### config.mk
export PLATFORM = sky130hd
export DESIGN_NAME = http_header_field_locator_flat
export DESIGN_NICKNAME = d
export VERILOG_FILES = /design/src/design/hhfl_pkg.sv /design/src/design/hhfl_in_if.sv /design/src/design/hhfl_out_if.sv /design/src/design/hhfl_parser.sv /design/src/design/hhfl_result_fifo.sv /design/src/design/http_header_field_locator.sv /design/src/flat_wrapper.sv
export SDC_FILE = /design/constraint.sdc
export NUM_CORES = 1
export LEC_CHECK = 0
export BUFFER_PORTS_ARGS = -buffer_cell sky130_fd_sc_hd__buf_2
export CAP_MARGIN = 5
export CORE_ASPECT_RATIO = 0.5
export CORE_MARGIN = 2
export CORE_UTILIZATION = 33
export CTS_CLUSTER_DIAMETER = 150
export DETAILED_ROUTE_END_ITERATION = 8
export GPL_ROUTABILITY_DRIVEN = 0
export GPL_TIMING_DRIVEN = 0
export HOLD_SLACK_MARGIN = 0.03
export PLACE_DENSITY_LB_ADDON = 0.3
export SYNTH_ARGS = -nofsm -noshare
export SYNTH_HDL_FRONTEND = slang
export SYNTH_HIERARCHICAL = 1
export SYNTH_SLANG_ARGS = --single-unit
export TNS_END_PERCENT = 5
### constraint.sdc
create_clock -name clk -period 6.2 [get_ports clk]
set_clock_uncertainty 0.15 [all_clocks]
set_input_delay 0.31 -clock clk [delete_from_list [all_inputs] [get_ports clk]]
set_output_delay 0.31 -clock clk [all_outputs]
set_load 0.005 [all_outputs]
### src/design/hhfl_pkg.sv
// Shared types, constants and prefix tables for the HTTP header field locator.
package hhfl_pkg;

    localparam int OFFSET_W             = 17;
    localparam int POS_W                = 5;
    localparam int NUM_PREFIX           = 6;
    localparam int MAX_BUFFER_BYTES_DEF = 65536;

    localparam logic [7:0]       CHAR_CR = 8'h0d;
    localparam logic [7:0]       CHAR_LF = 8'h0a;
    localparam logic [POS_W-1:0] POS_MAX = 5'd31;
    localparam logic [OFFSET_W-1:0] BODY_SKIP = 17'd2;

    typedef enum logic [2:0] {
        KIND_GET            = 3'd0,
        KIND_POST           = 3'd1,
        KIND_HOST           = 3'd2,
        KIND_UPGRADE        = 3'd3,
        KIND_CONNECTION     = 3'd4,
        KIND_CONTENT_LENGTH = 3'd5,
        KIND_BODY_START     = 3'd6,
        KIND_BUFFER_END     = 3'd7
    } kind_t;

    typedef struct packed {
        kind_t               kind;
        logic [OFFSET_W-1:0] offset;
        logic                final_res;
    } result_t;

    // Results produced by one byte: zero, one or two, in delivery order.
    typedef struct packed {
        logic [1:0] count;
        result_t    first;
        result_t    second;
    } push_t;

    // Prefix text, right-aligned: character p of a prefix of length L sits
    // at bits [8*(L-1-p) +: 8].
    localparam logic [127:0] PFX_TEXT [NUM_PREFIX] = '{
        "GET ", "POST ", "Host: ", "Upgrade: ", "Connection: ", "Content-Length: "
    };

    localparam logic [POS_W-1:0] PFX_LEN [NUM_PREFIX] = '{
        5'd4, 5'd5, 5'd6, 5'd9, 5'd12, 5'd16
    };

    function automatic logic [7:0] pfx_byte(input int unsigned idx,
                                            input logic [POS_W-1:0] pos);
        logic [POS_W-1:0] rev;
        logic [3:0]       sel;
        rev = PFX_LEN[idx] - 5'd1 - pos;
        sel = rev[3:0];
        return PFX_TEXT[idx][{sel, 3'b000} +: 8];
    endfunction

endpackage

### src/design/hhfl_in_if.sv
// Byte input channel of the HTTP header field locator.
interface hhfl_in_if;
    logic       valid;
    logic       ready;
    logic [7:0] data_byte;
    logic       last;

    modport source (output valid, output data_byte, output last, input ready);
    modport sink   (input valid, input data_byte, input last, output ready);
endinterface

### src/design/hhfl_out_if.sv
// Result output channel of the HTTP header field locator.
interface hhfl_out_if;
    logic        valid;
    logic        ready;
    logic [2:0]  kind;
    logic [16:0] offset;
    logic        final_res;

    modport source (output valid, output kind, output offset, output final_res, input ready);
    modport sink   (input valid, input kind, input offset, input final_res, output ready);
endinterface

### src/design/hhfl_parser.sv
// Per-byte line tracker and prefix matcher; emits up to two results per byte.
module hhfl_parser #(
    parameter int MAX_BUFFER_BYTES = hhfl_pkg::MAX_BUFFER_BYTES_DEF
) (
    input  logic           clk,
    input  logic           rst_n,
    input  logic           accept,
    input  logic [7:0]     data_byte,
    input  logic           last,
    output hhfl_pkg::push_t push
);

    localparam logic [hhfl_pkg::OFFSET_W-1:0] MAX_COUNT =
        hhfl_pkg::OFFSET_W'(MAX_BUFFER_BYTES);

    logic [hhfl_pkg::OFFSET_W-1:0]   byte_count_reg, byte_count_next;
    logic [hhfl_pkg::OFFSET_W-1:0]   line_start_reg, line_start_next;
    logic [hhfl_pkg::POS_W-1:0]      line_position_reg, line_position_next;
    logic                            previous_was_cr_reg, previous_was_cr_next;
    logic                            first_byte_cr_reg, first_byte_cr_next;
    logic [hhfl_pkg::NUM_PREFIX-1:0] match_reg, match_next;
    logic                            headers_done_reg, headers_done_next;

    logic                            counting;
    logic                            line_end;
    logic                            line_hit;
    hhfl_pkg::result_t               line_res;
    hhfl_pkg::result_t               end_res;
    logic [hhfl_pkg::OFFSET_W-1:0]   count_inc;

    always_comb
    begin
        byte_count_next      = byte_count_reg;
        line_start_next      = line_start_reg;
        line_position_next   = line_position_reg;
        previous_was_cr_next = previous_was_cr_reg;
        first_byte_cr_next   = first_byte_cr_reg;
        match_next           = match_reg;
        headers_done_next    = headers_done_reg;

        counting  = byte_count_reg < MAX_COUNT;
        count_inc = byte_count_reg + 17'd1;
        line_end  = counting && !headers_done_reg &&
                    (data_byte == hhfl_pkg::CHAR_LF) && previous_was_cr_reg;

        // Pick the line result: blank line marks the body, else first matching prefix.
        line_hit        = 1'b0;
        line_res.kind   = hhfl_pkg::KIND_BODY_START;
        line_res.offset = line_start_reg + hhfl_pkg::BODY_SKIP;
        line_res.final_res = 1'b0;
        if (first_byte_cr_reg)
        begin
            line_hit = 1'b1;
        end
        else
        begin
            for (int unsigned i = 0; i < hhfl_pkg::NUM_PREFIX; i++)
            begin
                if (match_reg[i] && !line_hit)
                begin
                    line_hit        = 1'b1;
                    line_res.kind   = hhfl_pkg::kind_t'(i);
                    line_res.offset = line_start_reg +
                                      hhfl_pkg::OFFSET_W'(hhfl_pkg::PFX_LEN[i]);
                end
            end
        end

        if (accept && counting)
        begin
            byte_count_next = count_inc;
            if (!headers_done_reg)
            begin
                if (line_end)
                begin
                    if (first_byte_cr_reg)
                    begin
                        headers_done_next = 1'b1;
                    end
                    line_start_next      = count_inc;
                    line_position_next   = '0;
                    previous_was_cr_next = 1'b0;
                    first_byte_cr_next   = 1'b0;
                    match_next           = '1;
                end
                else
                begin
                    if (line_position_reg == '0 && data_byte == hhfl_pkg::CHAR_CR)
                    begin
                        first_byte_cr_next = 1'b1;
                    end
                    for (int unsigned i = 0; i < hhfl_pkg::NUM_PREFIX; i++)
                    begin
                        if (line_position_reg < hhfl_pkg::PFX_LEN[i] &&
                            data_byte != hhfl_pkg::pfx_byte(i, line_position_reg))
                        begin
                            match_next[i] = 1'b0;
                        end
                    end
                    if (line_position_reg < hhfl_pkg::POS_MAX)
                    begin
                        line_position_next = line_position_reg + 5'd1;
                    end
                    previous_was_cr_next = (data_byte == hhfl_pkg::CHAR_CR);
                end
            end
        end

        end_res.kind      = hhfl_pkg::KIND_BUFFER_END;
        end_res.offset    = byte_count_next;
        end_res.final_res = 1'b1;

        // Order results: line result first, buffer end behind it.
        push.count  = 2'd0;
        push.first  = end_res;
        push.second = end_res;
        if (accept)
        begin
            if (line_end && line_hit)
            begin
                push.first = line_res;
                push.count = last ? 2'd2 : 2'd1;
            end
            else if (last)
            begin
                push.count = 2'd1;
            end
        end

        // Final byte returns everything to the reset state.
        if (accept && last)
        begin
            byte_count_next      = '0;
            line_start_next      = '0;
            line_position_next   = '0;
            previous_was_cr_next = 1'b0;
            first_byte_cr_next   = 1'b0;
            match_next           = '1;
            headers_done_next    = 1'b0;
        end
    end

    always_ff @(posedge clk or negedge rst_n)
    begin
        if (!rst_n)
        begin
            byte_count_reg      <= '0;
            line_start_reg      <= '0;
            line_position_reg   <= '0;
            previous_was_cr_reg <= 1'b0;
            first_byte_cr_reg   <= 1'b0;
            match_reg           <= '1;
            headers_done_reg    <= 1'b0;
        end
        else
        begin
            byte_count_reg      <= byte_count_next;
            line_start_reg      <= line_start_next;
            line_position_reg   <= line_position_next;
            previous_was_cr_reg <= previous_was_cr_next;
            first_byte_cr_reg   <= first_byte_cr_next;
            match_reg           <= match_next;
            headers_done_reg    <= headers_done_next;
        end
    end

endmodule

### src/design/hhfl_result_fifo.sv
// Four-entry result queue that takes up to two results per cycle.
module hhfl_result_fifo (
    input  logic              clk,
    input  logic              rst_n,
    input  hhfl_pkg::push_t   push,
    output logic              space,
    output logic              out_valid,
    input  logic              out_ready,
    output hhfl_pkg::result_t out_data
);

    localparam int DEPTH = 4;
    localparam int PTR_W = $clog2(DEPTH);
    localparam int CNT_W = PTR_W + 1;

    hhfl_pkg::result_t mem_reg [DEPTH];
    logic [PTR_W-1:0]  wr_ptr_reg, wr_ptr_next;
    logic [PTR_W-1:0]  rd_ptr_reg, rd_ptr_next;
    logic [CNT_W-1:0]  count_reg, count_next;
    logic [PTR_W-1:0]  wr_ptr_1;
    logic              pop;

    assign out_valid = (count_reg != '0);
    assign out_data  = mem_reg[rd_ptr_reg];
    assign pop       = out_valid && out_ready;
    // Keep room for the worst case of two results from the next byte.
    assign space     = (count_reg <= CNT_W'(DEPTH - 2));
    assign wr_ptr_1  = wr_ptr_reg + PTR_W'(1);

    always_comb
    begin
        wr_ptr_next = wr_ptr_reg + PTR_W'(push.count);
        rd_ptr_next = rd_ptr_reg + PTR_W'(pop);
        count_next  = count_reg + CNT_W'(push.count) - CNT_W'(pop);
    end

    always_ff @(posedge clk)
    begin
        if (push.count != 2'd0)
        begin
            mem_reg[wr_ptr_reg] <= push.first;
        end
        if (push.count == 2'd2)
        begin
            mem_reg[wr_ptr_1] <= push.second;
        end
    end

    always_ff @(posedge clk or negedge rst_n)
    begin
        if (!rst_n)
        begin
            wr_ptr_reg <= '0;
            rd_ptr_reg <= '0;
            count_reg  <= '0;
        end
        else
        begin
            wr_ptr_reg <= wr_ptr_next;
            rd_ptr_reg <= rd_ptr_next;
            count_reg  <= count_next;
        end
    end

endmodule

### src/design/http_header_field_locator.sv
// Top level of the HTTP header field locator: byte parser and result queue.
//
//  channel | role   | payload                          | transaction
//  --------+--------+----------------------------------+------------------------------
//  in_ch   | sink   | data_byte[7:0], last             | one request byte
//  out_ch  | source | kind[2:0], offset[16:0], final_res | one located field or marker
//
// One byte per cycle: the parser updates its line state in the same cycle a byte
// is taken, and its results land in a four-entry queue read from registers.
// A byte can yield two results (a line result and the buffer end); the input
// stalls only while the queue holds more than two results, so the rate is one
// byte per cycle whenever out_ch drains at least as fast as results appear.
// Reset clears the counters, line state and queue; no clearing pass is needed.
module http_header_field_locator #(
    parameter int MAX_BUFFER_BYTES = hhfl_pkg::MAX_BUFFER_BYTES_DEF
) (
    input  logic      clk,
    input  logic      rst_n,
    hhfl_in_if.sink   in_ch,
    hhfl_out_if.source out_ch
);

    hhfl_pkg::push_t   push;
    hhfl_pkg::result_t head;
    logic              space;
    logic              accept;

    // Take a byte only when the queue can absorb both possible results.
    assign in_ch.ready = space;
    assign accept      = in_ch.valid && space;

    hhfl_parser #(
        .MAX_BUFFER_BYTES (MAX_BUFFER_BYTES)
    ) u_parser (
        .clk       (clk),
        .rst_n     (rst_n),
        .accept    (accept),
        .data_byte (in_ch.data_byte),
        .last      (in_ch.last),
        .push      (push)
    );

    // Hold results here until the consumer takes them.
    hhfl_result_fifo u_fifo (
        .clk       (clk),
        .rst_n     (rst_n),
        .push      (push),
        .space     (space),
        .out_valid (out_ch.valid),
        .out_ready (out_ch.ready),
        .out_data  (head)
    );

    assign out_ch.kind      = head.kind;
    assign out_ch.offset    = head.offset;
    assign out_ch.final_res = head.final_res;

endmodule
### src/flat_wrapper.sv
// flat-port wrapper written by rule: the top's interface ports become plain ports
module http_header_field_locator_flat 
#(
    parameter int MAX_BUFFER_BYTES = hhfl_pkg::MAX_BUFFER_BYTES_DEF
)
  (clk, rst_n, in_ch_valid, in_ch_data_byte, in_ch_last, in_ch_ready, out_ch_valid, out_ch_kind, out_ch_offset, out_ch_final_res, out_ch_ready);
  hhfl_in_if in_ch_i ();
  hhfl_out_if out_ch_i ();
  input  logic clk;
  input  logic rst_n;
  input wire logic [$bits(in_ch_i.valid)-1:0] in_ch_valid;
  input wire logic [$bits(in_ch_i.data_byte)-1:0] in_ch_data_byte;
  input wire logic [$bits(in_ch_i.last)-1:0] in_ch_last;
  output wire logic [$bits(in_ch_i.ready)-1:0] in_ch_ready;
  output wire logic [$bits(out_ch_i.valid)-1:0] out_ch_valid;
  output wire logic [$bits(out_ch_i.kind)-1:0] out_ch_kind;
  output wire logic [$bits(out_ch_i.offset)-1:0] out_ch_offset;
  output wire logic [$bits(out_ch_i.final_res)-1:0] out_ch_final_res;
  input wire logic [$bits(out_ch_i.ready)-1:0] out_ch_ready;
  assign in_ch_i.valid = in_ch_valid;
  assign in_ch_i.data_byte = in_ch_data_byte;
  assign in_ch_i.last = in_ch_last;
  assign in_ch_ready = in_ch_i.ready;
  assign out_ch_valid = out_ch_i.valid;
  assign out_ch_kind = out_ch_i.kind;
  assign out_ch_offset = out_ch_i.offset;
  assign out_ch_final_res = out_ch_i.final_res;
  assign out_ch_i.ready = out_ch_ready;
  http_header_field_locator #(.MAX_BUFFER_BYTES(MAX_BUFFER_BYTES)) u_core (.clk(clk), .rst_n(rst_n), .in_ch(in_ch_i), .out_ch(out_ch_i));
endmodule
# Word-level counts from Yosys, hierarchy flattened

Memories as Yosys holds them, arrays and structs flattened.
Index checks and enable logic that the tools add are counted.

Register bits: 55
Bits in latches: 0
Bits in writable memories: 84
Memory bits (read-only): 0
Input port bits: 13
Output and inout bits: 23
Memories kept: 1

Add/subtract/negate cells: 20
Multiply operators: 0
Div/mod/pow operators: 0
Magnitude comparators: 9
Eq/ne operators: 10
Shifts and indexed selects: 6
Mux-type cells: 63
Bitwise gates (word level): 0
Reduce and logical (&&, ||, !) cells: 49

Memory list:

| name                  | depth | width | read ports | clocked after memory_dff | wr ports | line                   | text |
|---|---|---|---|---|---|---|---|
| u_core.u_fifo.mem_reg | 4     | 21    | 1          | 0                        | 2        | hhfl_result_fifo.sv:16 | `hhfl_pkg::result_t mem_reg [DEPTH];` |

Operator list:

| kind                                                                           | number |
|---|---|
| 128-bit by 8-bit variable part select with 8-bit output (first input constant) | 6 |
| 20-bit 2-to-1 mux                                                              | 7 |
| 17-bit 2-to-1 mux                                                              | 6 |
| 17-bit by 3-bit adder with 17-bit output (second input constant)               | 3 |
| 8-bit inequality test                                                          | 6 |
| 1-bit 2-to-1 mux                                                               | 37 |
| 17-bit by 4-bit adder with 17-bit output (second input constant)               | 2 |
| 3-bit AND reduction                                                            | 9 |
| 3-bit nonzero test                                                             | 9 |
| 5-bit 2-to-1 mux                                                               | 5 |
| 6-bit 2-to-1 mux                                                               | 4 |
| 23-bit 2-to-1 mux                                                              | 1 |
| 21-bit 2-to-1 mux                                                              | 1 |
| 1-bit logical AND                                                              | 20 |
| 17-bit by 1-bit adder with 17-bit output (second input constant)               | 1 |
| 17-bit by 2-bit adder with 17-bit output (second input constant)               | 1 |
| 17-bit by 5-bit adder with 17-bit output (second input constant)               | 1 |
| 17-bit < comparator (second input constant)                                    | 1 |
| 8-bit by 4-bit equality test with 1-bit output (second input constant)         | 2 |
| 5-bit by 3-bit < comparator with 1-bit output (second input constant)          | 3 |
| 4-bit subtractor (first input constant)                                        | 3 |
| 5-bit by 4-bit < comparator with 1-bit output (second input constant)          | 2 |
| 5-bit < comparator (second input constant)                                     | 2 |
| 3-bit by 4-bit subtractor with 4-bit output (first input constant)             | 2 |
| other kinds (15)                                                               | 23 |

# Logic depth before layout (Yosys ltp)

Gate-level depths: netlist (run 1).

Depth after elaboration: 28
Mapped depth: 13

# By module

The synthesis (run 1) kept the hierarchy.

Modules (own cells, without submodules):

| module                    | instances | cells each | area an instance (µm²) | sequential area each (µm²) |
|---|---|---|---|---|
| hhfl_parser               | 1         | 931        | 6877.8                 | 1208.7 |
| hhfl_result_fifo          | 1         | 243        | 4682.0                 | 2697.6 |
| http_header_field_locator | 1         | 1          | 6.3                    | 0.0 |

# Worst setup path after synthesis (run 1)

Ideal clock, no wire load.

Kind: register -> register
From: register u_core/u_parser/match_reg[1] in the netlist's numbering
To: memory u_core/u_fifo/mem_reg[0][0] in the netlist's numbering (enable)
Data arrival time: 3.471 ns
Data required time: 5.618 ns
Slack: 2.147 ns
Stages on the path, launching flop included: 8
Path buffers: 0
Clock period less this slack: 4.053 ns
Cells stage by stage: dfstp_2 > or4_4 > nor4_4 > nor2_1 > ha_1 > and2_1 > nor2_1 > o31ai_1

RTL lines:

| what                   | line                   | text |
|---|---|---|
| start, declared        | hhfl_parser.sv:21      | `logic [hhfl_pkg::NUM_PREFIX-1:0] match_reg, match_next;` |
| start signal, assigned | hhfl_parser.sv:162     | `match_reg <= match_next;` |
| end, declared          | hhfl_result_fifo.sv:16 |  |

==> results of run 1 <==
-- layer usage --
layer / track usage / up-vias / share of wire
li1: - / 4497 / -
met1: 0.2826 / 4879 / 0.44
met2: 0.3270 / 523 / 0.44
met3: 0.03967 / 121 / 0.083
met4: 0.08025 / 0 / 0.036
met5: 0 / - / 0
-- what timing repair did --
item,4_1_cts,5_1_grt
hold buffers,2,0
endpoints found under the hold margin,21,0
buffers inserted,0,0
setup endpoints to repair,0,0
-- synthesized netlist by cell type (all sizes together) (5+ instances only) --
cell,number
o211ai,14
o21ai,71
xor2,31
o21a,5
edfxtp,84
or3,13
nor2b,9
and2,16
mux4,21
dfrtp,49
mux2,86
mux2i,17
and4,7
inv,33
a31oi,18
a21o,9
nand4,20
buf,63
nor3,31
ha,34
clkbuf,44
nand2b,17
xnor2,58
o221ai,6
nor4b,5
nand3,35
nor2,70
o31ai,20
o22ai,10
or2,6
dfstp,6
a211oi,11
o2111ai,5
a21oi,60
nor4,21
nand2,87
-- stage by stage --
step                      power [mW]  instance area (µm²)  worst slack [ns]  hold slack, ns  utilization
after CTS                      5.518                13070             2.187         0.03003       0.3791
after detailed placement       4.445                12450             2.198          0.2637       0.3611
after floorplan                3.514                11580             2.147         -0.1356            -
after global placement         4.389                12330            0.3544          0.3140       0.3576
after global routing           5.903                13070             2.052         0.06063       0.3791
final                          5.589                13070             2.210         0.04200       0.3792
-- worst max-delay path: cells and delay by family (launching register included) --
kind            cells  cell delay [ns]
simple gates        5             1.56
compound gates      1             0.86
buf+inv             2             0.39
flops               1             0.36
fa+ha+maj           1             0.27
-- where the power goes --
part | switching, mW | leakage [nW] | internal [mW]
registers | 0.146 | 1.45 | 1.14
clock network | 0.418 | 0.296 | 0.633
logic | 2.02 | 3.04 | 1.23
total | 2.58 | 4.79 | 3.01
-- cells by family after synthesis --
logic type / count (synthesis)
adders and majority gates: 35
other: 1
AOI/OAI and AO/OA: 281
DFF: 139
xor gates and xnor gates: 89
and+or+nand+nor: 363
buffers and inverters: 143
muxes: 124
-- layout make-up --
type / count / area [µm²]
Antenna cell: 1 / 2.502
Buffer: 107 / 579.3
Sequential cell: 139 / 3906
Clock buffer: 21 / 471.7
Timing Repair Buffer: 37 / 277.8
Inverter: 36 / 135.1
Clock inverter: 11 / 130.1
Tap cell: 475 / 594.3
Multi-Input combinational cell: 896 / 6975
Fill cell: 3428 / 21400
-- final timing paths --
path                                                                      start  cells past startpoint  slack (ns)                                               to
worst max-delay path                   u_core/u_parser/match_reg[3]$_DFFE_PN1P_                      9        2.21           u_core/u_fifo/mem_reg[2][12]$_DFFE_PP_
worst min register to register  u_core/u_parser/previous_was_cr_reg$_DFFE_PN0P_                      1        0.33  u_core/u_parser/previous_was_cr_reg$_DFFE_PN0P_
worst min-delay path                                               out_ch_ready                      3        0.04            u_core/u_fifo/rd_ptr_reg[0]$_DFF_PN0_
min in group asynchronous                                                 rst_n                      2        0.33   u_core/u_parser/line_start_reg[14]$_DFFE_PN0P_
worst max register to register         u_core/u_parser/match_reg[3]$_DFFE_PN1P_                      9        2.21           u_core/u_fifo/mem_reg[2][12]$_DFFE_PP_
max in group asynchronous                                                 rst_n                      3        4.94            u_core/u_fifo/wr_ptr_reg[1]$_DFF_PN0_
==> flow_summary.toml, run 1 <==
[outcome]
status = "finished clean"

[finish]
final_cell_count_no_fill = 1723
drive_gt1_frac = 0.2285
mostFrequentLayoutCells = "87 x nand2_1, 84 x edfxtp_1, 69 x nor2_1"
mostFrequentLayoutCell = "nand2_1"
final_net_count = 1282
area_growth_pct = 13.02
largest_reg_flops = 84

[global_routing]
grt_usage = 0.2078
grt_antenna_before_repair = 0
grt_pass1_wl_um = 58050
grt_max_degree = 30
grt_remaining_overflow = 0
grt_pass1_vias = 9791

[detailed_routing]
ant_nets = 0
drt_wl_total_um = 37630
vias = 10020
routedWlPerCell_um = 21.84
via_per_inst = 5.815
drt-initial-drc-count = 1414
dr.pass1.iters = 7
drc = 0

[placed_design]
port_buffers = 31
dp_hpwl_um = 27280
dp.cells = 1688

[synthesis]
synth_warnings = 6
seq_area_frac_synth = 0.3377
synth_top_area_share = 0.2181
synthArstFlopShare = 0.3957
avgSynthCellArea_um2 = 9.843
synth.area.mux_share = 0.1520
synth_ff_type = "edfxtp_1"
synth_cell_types = 107
synthesis.area_mm2 = 0.01157
synth_compound_area_frac = 0.1611
yosys.area_share.simple = 0.1799
yosys.area_share.xor_xnor = 0.06869
synth_edf_count = 84
syn_inst = 1175
synth-seq-cells = 139
synthAdderAreaFrac = 0.03851
synth_top_family_by_area = "simple AND/OR/NAND/NOR gates"
synth_area_leaders = "edfxtp_1 22%, dfrtp_1 11%, mux2_4 5.1%"
synth.largest_area_cell = "edfxtp_1"

[timing]
tightest_slew_ns = 1.120
fmax_mhz = 250.6
grt_setup_unrepaired = "false"
finalCritPeriodShare = 0.6436
period_needed_ns = 3.990
setup_violations = 0
setup_tns_ns = 0
slew_violations = 0
relSlewSlack = 0.2532
hold_viol = 0

[clock_network]
htreeDepth = 4
cts_buffer_depth = 2
cts_resized = 0
insertion_delay_ns = 0.43
clk_pin_slew_ns = 0.06
cts_tree = "done"
clockRootBuffer = "clkbuf_16"
numCtsBuffers = 17
cts.sinks = 139

[worst_setup_path]
cp_cell_sequence = "buf_4 > or4_4 > nor4_4 > nor2_1 > ha_1 > and2_1 > and4bb_4 > buf_6 > a21o_1"
endpoint_kind = "flip-flop"
cp.arrival_ns = 3.88
worstPathRequired_ns = 6.09
path_max_fanout = 21
slowest_stage = "a21o_1"
crit_type = "flip-flop to flip-flop"
slowest_delay_ns = 0.86
critPathLaunchType = "flip-flop"

[min_path]
hold_path_class = "input pin to flip-flop"

[die]
core-area_mm2 = 0.03447
die_area_mm2 = 0.03665
die_y_um = 136.4
start_util = 0.3355
pin_count = 36
die_w_um = 268.8
rows = 48

[power]
power_density_mw_per_mm2 = 427.5
leakage_nw = 4.793
ir_drop_mv = 0.1901

[job]
maxCapViolCount = 0
Power figures use the tool's default switching activity.
==> inputs of run 2 (changes only) <==
Clock period 6.2 ns to 3.8 ns, I/O delays scaled along.
==> run 2 against run 1 <==
Clock-buffer cell count is 2 lower. Non-clock buffer count is 1 higher. Largest power group unchanged. Critical path type unchanged. Register-to-register slack got worse by 2.0 ns. Die area unchanged. Worst setup slack lost 2.0 ns. Clock power up 53%. First-iteration DRC count decreased by 12%. Sequential share of layout area hardly changed.
==> flow_summary.toml, run 2 (synthesized netlist as in run 1, its figures left out) <==
[global_routing]
grt_antenna_before_repair = 1
grt_pass1_vias = 9692
grt_pass1_wl_um = 58680
grt_max_degree = 31
grt_usage = 0.2110
grt_remaining_overflow = 0

[timing]
hold_viol = 0
grt_setup_unrepaired = "false"
setup_ws_ns = 0.1647
slew_violations = 0
tightest_slew_ns = 0.9897
setup_violations = 0
holdWs_ns = 0.06188
fmax_mhz = 275.1
period_needed_ns = 3.635
relSlewSlack = 0.3402
finalCritPeriodShare = 0.9567

[finish]
drive_gt1_frac = 0.2356
mostFrequentLayoutCells = "87 x nand2_1, 84 x edfxtp_1, 69 x nor2_1"
final_util = 0.3788
final_net_count = 1283
fin_area_mm2 = 0.01306
mostFrequentLayoutCell = "nand2_1"
area_growth_pct = 12.91
largest_reg_flops = 84
n_antenna_cell = 0

[power]
ir_drop_mv = 0.3189
leakage_nw = 4.789
power_density_mw_per_mm2 = 690.8

[clock_network]
clk_pin_slew_ns = 0.07
cts_setup_buffers = 0
insertion_delay_ns = 0.43
cts_buffer_depth = 2
cts_tree = "done"
cts.sinks = 139
clockRootBuffer = "clkbuf_16"
numCtsBuffers = 17
htreeDepth = 4

[detailed_routing]
vias = 10024
drt-initial-drc-count = 1245
via_per_inst = 5.818
ant_nets = 0
routedWlPerCell_um = 22.06
dr.pass1.iters = 7
drc = 0
drt_wl_total_um = 38010

[worst_setup_path]
path_max_fanout = 10
cp_cell_sequence = "buf_2 > inv_1 > ha_1 > a21oi_1 > nand2b_1 > o211ai_1 > o221ai_1 > a31oi_1 > o31a_1 > mux2_2"
slowest_delay_ns = 0.63
endpoint_kind = "flip-flop"
timing.rr.end = "u_core/u_fifo/mem_reg[0][10]$_DFFE_PP_"
crit_type = "flip-flop to flip-flop"
r2r_slack_ns = 0.16
cp_num_buf_inv = 2
critPathLaunchType = "flip-flop"
reg2reg_depth = 10
cp_top_family = "compound AO/OA/AOI/OAI gates"
cp.arrival_ns = 3.66
slowest_stage = "a21oi_1"
rr_startpoint = "u_core/u_parser/line_start_reg[2]$_DFFE_PN0P_"
worstPathRequired_ns = 3.83

[placed_design]
dp_hpwl_um = 27450
dp_slack_ns = -0.2446
port_buffers = 31
place_area_mm2 = 0.01244

[outcome]
status = "finished clean"

[die]
start_util = 0.3355
die_y_um = 136.4
pin_count = 36
core-area_mm2 = 0.03447
die_w_um = 268.8
rows = 48
die_area_mm2 = 0.03665

[min_path]
hold_path_class = "input pin to flip-flop"
hold_end = "u_core/u_parser/match_reg[3]$_DFFE_PN1P_"
whs_path_depth = 4
hold_path.startpoint = "in_ch_data_byte[3]"

[job]
maxCapViolCount = 0
==> run 2: timing repair <==
| action | 4_1_cts | 5_1_grt |
|---|---|---|
| gates resized for setup | 1 | 9 |
| setup endpoints to repair | 21 | 51 |
| hold buffers | 4 | 0 |
| pin swaps | 0 | 0 |
| endpoints found under the hold margin | 25 | 0 |
==> run 2: where the power goes <==
part	internal [mW]	total, mW	switching, mW
registers	1.87	2.10	0.234
logic	2.02	5.31	3.29
clock network	0.884	1.61	0.726
==> run 2: routing by layer <==
metal,wire [µm],track usage
met1,16700,0.2864
met2,16860,0.3290
met3,3152,0.04383
met4,1294,0.08426
met5,12,0
==> run 2: worst min-delay path: cells and delay by family <==
family	cells	cell delay [ns]
buf+inv	1	0.19
xor+xnor	1	0.09
simple gates	1	0.10
compound gates	1	0.07
==> run 2: worst max path at each step <==
| stage | slack [ns] | startpoint | cells past startpoint | to |
|---|---|---|---|---|
| after floorplan | 0.38 | u_core/u_parser/match_reg[1]$_DFFE_PN1P_ | 7 | u_core/u_fifo/mem_reg[3][0]$_DFFE_PP_ |
| after global placement | -0.86 | u_core/u_parser/match_reg[3]$_DFFE_PN1P_ | 8 | u_core/u_fifo/mem_reg[3][6]$_DFFE_PP_ |
| after detailed placement | -0.24 | u_core/u_parser/match_reg[3]$_DFFE_PN1P_ | 9 | u_core/u_fifo/mem_reg[2][6]$_DFFE_PP_ |
| after CTS | 0.04 | u_core/u_fifo/count_reg[1]$_DFF_PN0_ | 10 | u_core/u_fifo/mem_reg[0][14]$_DFFE_PP_ |
| after global routing | 0.07 | u_core/u_fifo/count_reg[0]$_DFF_PN0_ | 10 | u_core/u_fifo/mem_reg[1][3]$_DFFE_PP_ |
| final | 0.16 | u_core/u_parser/line_start_reg[2]$_DFFE_PN0P_ | 10 | u_core/u_fifo/mem_reg[0][10]$_DFFE_PP_ |
==> run 2: layout make-up <==
class,instances,area [µm²]
fillers,3446,21410
inverters,36,135.1
plain buffers,106,578.1
multi-input cells,896,7003
flip-flops and latches,139,3906
repair buffers,39,285.3
clock buffers,19,452.9
well taps,475,594.3
clock inverters,13,103.9
==> run 2: per-stage QoR <==
step | instances | setup TNS [ns] | total power [mW]
floorplan | 1178 | 0 | 5.735
global placement | 1684 | -52.61 | 7.159
detailed placement | 1688 | -5.096 | 7.245
CTS | 1724 | 0 | 8.900
global route | 1723 | 0 | 9.540
finish | 1723 | 0 | 9.021
==> inputs of run 3 (changes only) <==
Settings changed: SYNTH_HIERARCHICAL 1 to default.
==> run 3 against run 2 <==
Non-clock buffer count decreased by 26. Critical path depth shrank 2. First-iteration DRC count rose by 6.4%. Sequential power about the same. Synthesized cell count rose by 1.4%. Worst setup slack got worse by 0.13 ns. Routed wire length down 1.1%. Cell area decreased by 8.5%. Critical path type unchanged. Largest cell class unchanged.
==> flow_summary.toml, run 3 <==
[finish]
drive_gt1_frac = 0.1026
final_net_count = 1296
n_antenna_cell = 0
largest_reg_flops = 84
area_growth_pct = 14.05
num-fill-cells = 3178
mostFrequentLayoutCell = "nand2_1"
final_util = 0.3795
mostFrequentLayoutCells = "110 x nand2_1, 106 x nor2_1, 68 x a21oi_1, 68 x edfxtp_1, 67 x xnor2_1"

[worst_setup_path]
cp_cell_sequence = "clkbuf_1 > nor3_1 > nand2_1 > o22a_1 > a32oi_1 > nand4_1 > xor2_1 > o22ai_1"
endpoint_kind = "flip-flop"
cp_top_family = "simple AND/OR/NAND/NOR gates"
slowest_delay_ns = 0.93
cp_num_buf_inv = 1
path_max_fanout = 10
r2r_slack_ns = 0.03
slowest_stage = "nor3_1"
critPathLaunchType = "flip-flop"
crit_type = "flip-flop to flip-flop"
worstPathRequired_ns = 3.80
cp.arrival_ns = 3.77

[clock_network]
cts_buffer_depth = 2
htreeDepth = 4
cts_tree = "done"
clockRootBuffer = "clkbuf_16"
clk_pin_slew_ns = 0.06
numCtsBuffers = 17
insertion_delay_ns = 0.43
cts.sinks = 139

[power]
finalPower_mw = 8.062
ir_drop_mv = 0.3022
power_density_mw_per_mm2 = 674.8
leakage_nw = 4.096

[die]
die_area_mm2 = 0.03327
core-area_mm2 = 0.03148
die_w_um = 256.0
pin_count = 36
die_y_um = 130.0
start_util = 0.3328
rows = 46

[global_routing]
grt_usage = 0.2223
grt_antenna_before_repair = 0
grt_max_degree = 56
grt_pass1_wl_um = 56900
grt_pass1_vias = 9553
grt_remaining_overflow = 0

[synthesis]
synth-seq-cells = 139
yosysMostFrequentCell = "nand2_1"
synth_fp_nets = 1243
synth_area_leaders = "edfxtp_1 19%, dfrtp_1 12%, xnor2_1 5.7%"
synth_cell_types = 76
avgSynthCellArea_um2 = 8.796
syn_inst = 1191
synth_edf_count = 68
synth.largest_area_cell = "edfxtp_1"
synth_top_area_share = 0.1949
synthesis.area_mm2 = 0.01048
seq_area_frac_synth = 0.3576
synth_ff_type = "edfxtp_1"
synth_warnings = 0
synthArstFlopShare = 0.3957
synth_common_cells = "114 x nand2_1, 106 x nor2_1, 69 x a21oi_1"

[timing]
setup_violations = 0
period_needed_ns = 3.765
hold_viol = 0
fmax_mhz = 265.6
slew_violations = 0
relSlewSlack = 0.2316
finalCritPeriodShare = 0.9909
tightest_slew_ns = 1.144
grt_setup_unrepaired = "true"
setup_tns_ns = 0

[placed_design]
port_buffers = 31
dp_hpwl_um = 27430

[detailed_routing]
ant_nets = 0
dr.pass1.iters = 7
vias = 10292
via_per_inst = 6.094
routedWlPerCell_um = 22.26
drt-initial-drc-count = 1325
drt_wl_total_um = 37590
drc = 0

[job]
maxCapViolCount = 0

[outcome]
status = "finished clean"

[min_path]
hold_path_class = "input pin to flip-flop"
[run 3: logic make-up (layout without fill, tap and decap cells)]
kind of cell / Yosys count / in the layout / synth area share
DFF: 139 / 139 / 0.3576
xor gates and xnor gates: 111 / 111 / 0.09280
AOI/OAI and AO/OA: 338 / 338 / 0.2096
muxes: 31 / 31 / 0.05482
adders and majority gates: 39 / 39 / 0.04730
and+or+nand+nor: 420 / 420 / 0.1946
buffers and inverters: 113 / 179 / 0.04335
[run 3: final timing paths]
| kind | startpoint | to | cells after the start |
|---|---|---|---|
| worst min register to register | u_core.u_fifo.mem_reg[2][0]$_SDFFE_PP1P_ | u_core.u_fifo.mem_reg[2][0]$_SDFFE_PP1P_ | 1 |
| worst max-delay path | u_core.u_parser.match_reg[2]$_DFFE_PN1P_ | u_core.u_fifo.mem_reg[2][11]$_DFFE_PP_ | 8 |
| max in group asynchronous | rst_n | u_core.u_parser.first_byte_cr_reg$_DFFE_PN0P_ | 2 |
| worst max register to register | u_core.u_parser.match_reg[2]$_DFFE_PN1P_ | u_core.u_fifo.mem_reg[2][11]$_DFFE_PP_ | 8 |
| worst min-delay path | in_ch_data_byte[3] | u_core.u_parser.match_reg[1]$_DFFE_PN1P_ | 4 |
| min in group asynchronous | rst_n | u_core.u_fifo.wr_ptr_reg[1]$_DFF_PN0_ | 2 |
[run 3: worst register-to-register path, delay by kind of cell (launching register included)]
family	cells	cell delay [ns]
flip-flops	1	0.38
AO/OA/AOI/OAI	3	0.90
XOR/XNOR	1	0.51
AND/OR/NAND/NOR	3	1.30
buffers and inverters	1	0.24
[run 3: what timing repair did]
action	4_1_cts	5_1_grt
hold buffers	2	0
hold endpoints to repair	50	0
setup buffers	1	0
gates cloned	0	0
pin swaps	1	0
gates resized for setup	17	15
setup endpoints to repair	150	132
[run 3: layer usage]
| metal | track usage | vias to the layer above | part of all wire |
|---|---|---|---|
| met5 | 0 | - | 0 |
| met2 | 0.3598 | 570 | 0.45 |
| met4 | 0.08566 | 0 | 0.034 |
| met1 | 0.2993 | 5052 | 0.43 |
| met3 | 0.04002 | 103 | 0.090 |
| li1 | - | 4567 | - |
[run 3: final cells by class]
cell class / count / area (µm²) / area share
plain buffers: 85 / 359.1 / 0.03006
inverters: 28 / 105.1 / 0.008797
clock buffers: 25 / 539.3 / 0.04514
well taps: 432 / 540.5 / 0.04524
flip-flops and latches: 139 / 3746 / 0.3135
repair buffers: 34 / 185.2 / 0.01550
clock inverters: 7 / 77.57 / 0.006493
multi-input cells: 939 / 6395 / 0.5352
[run 3: power breakdown]
part / switching [mW] / internal [mW]
clock: 0.667 / 1.06
sequential: 0.245 / 1.85
combinational: 2.67 / 1.57
[run 3: per-stage QoR]
step	setup WS, ns	hold slack [ns]	cells	cell area, µm²
after global placement	-1.559	0.2916	1654	11170
after CTS	0.006034	0.07710	1689	11890
after floorplan	0.04343	-0.2556	1191	10480
final	0.03466	0.08289	1689	11950
after global routing	-0.1155	0.1146	1689	11950
after detailed placement	-1.034	0.3035	1654	11180
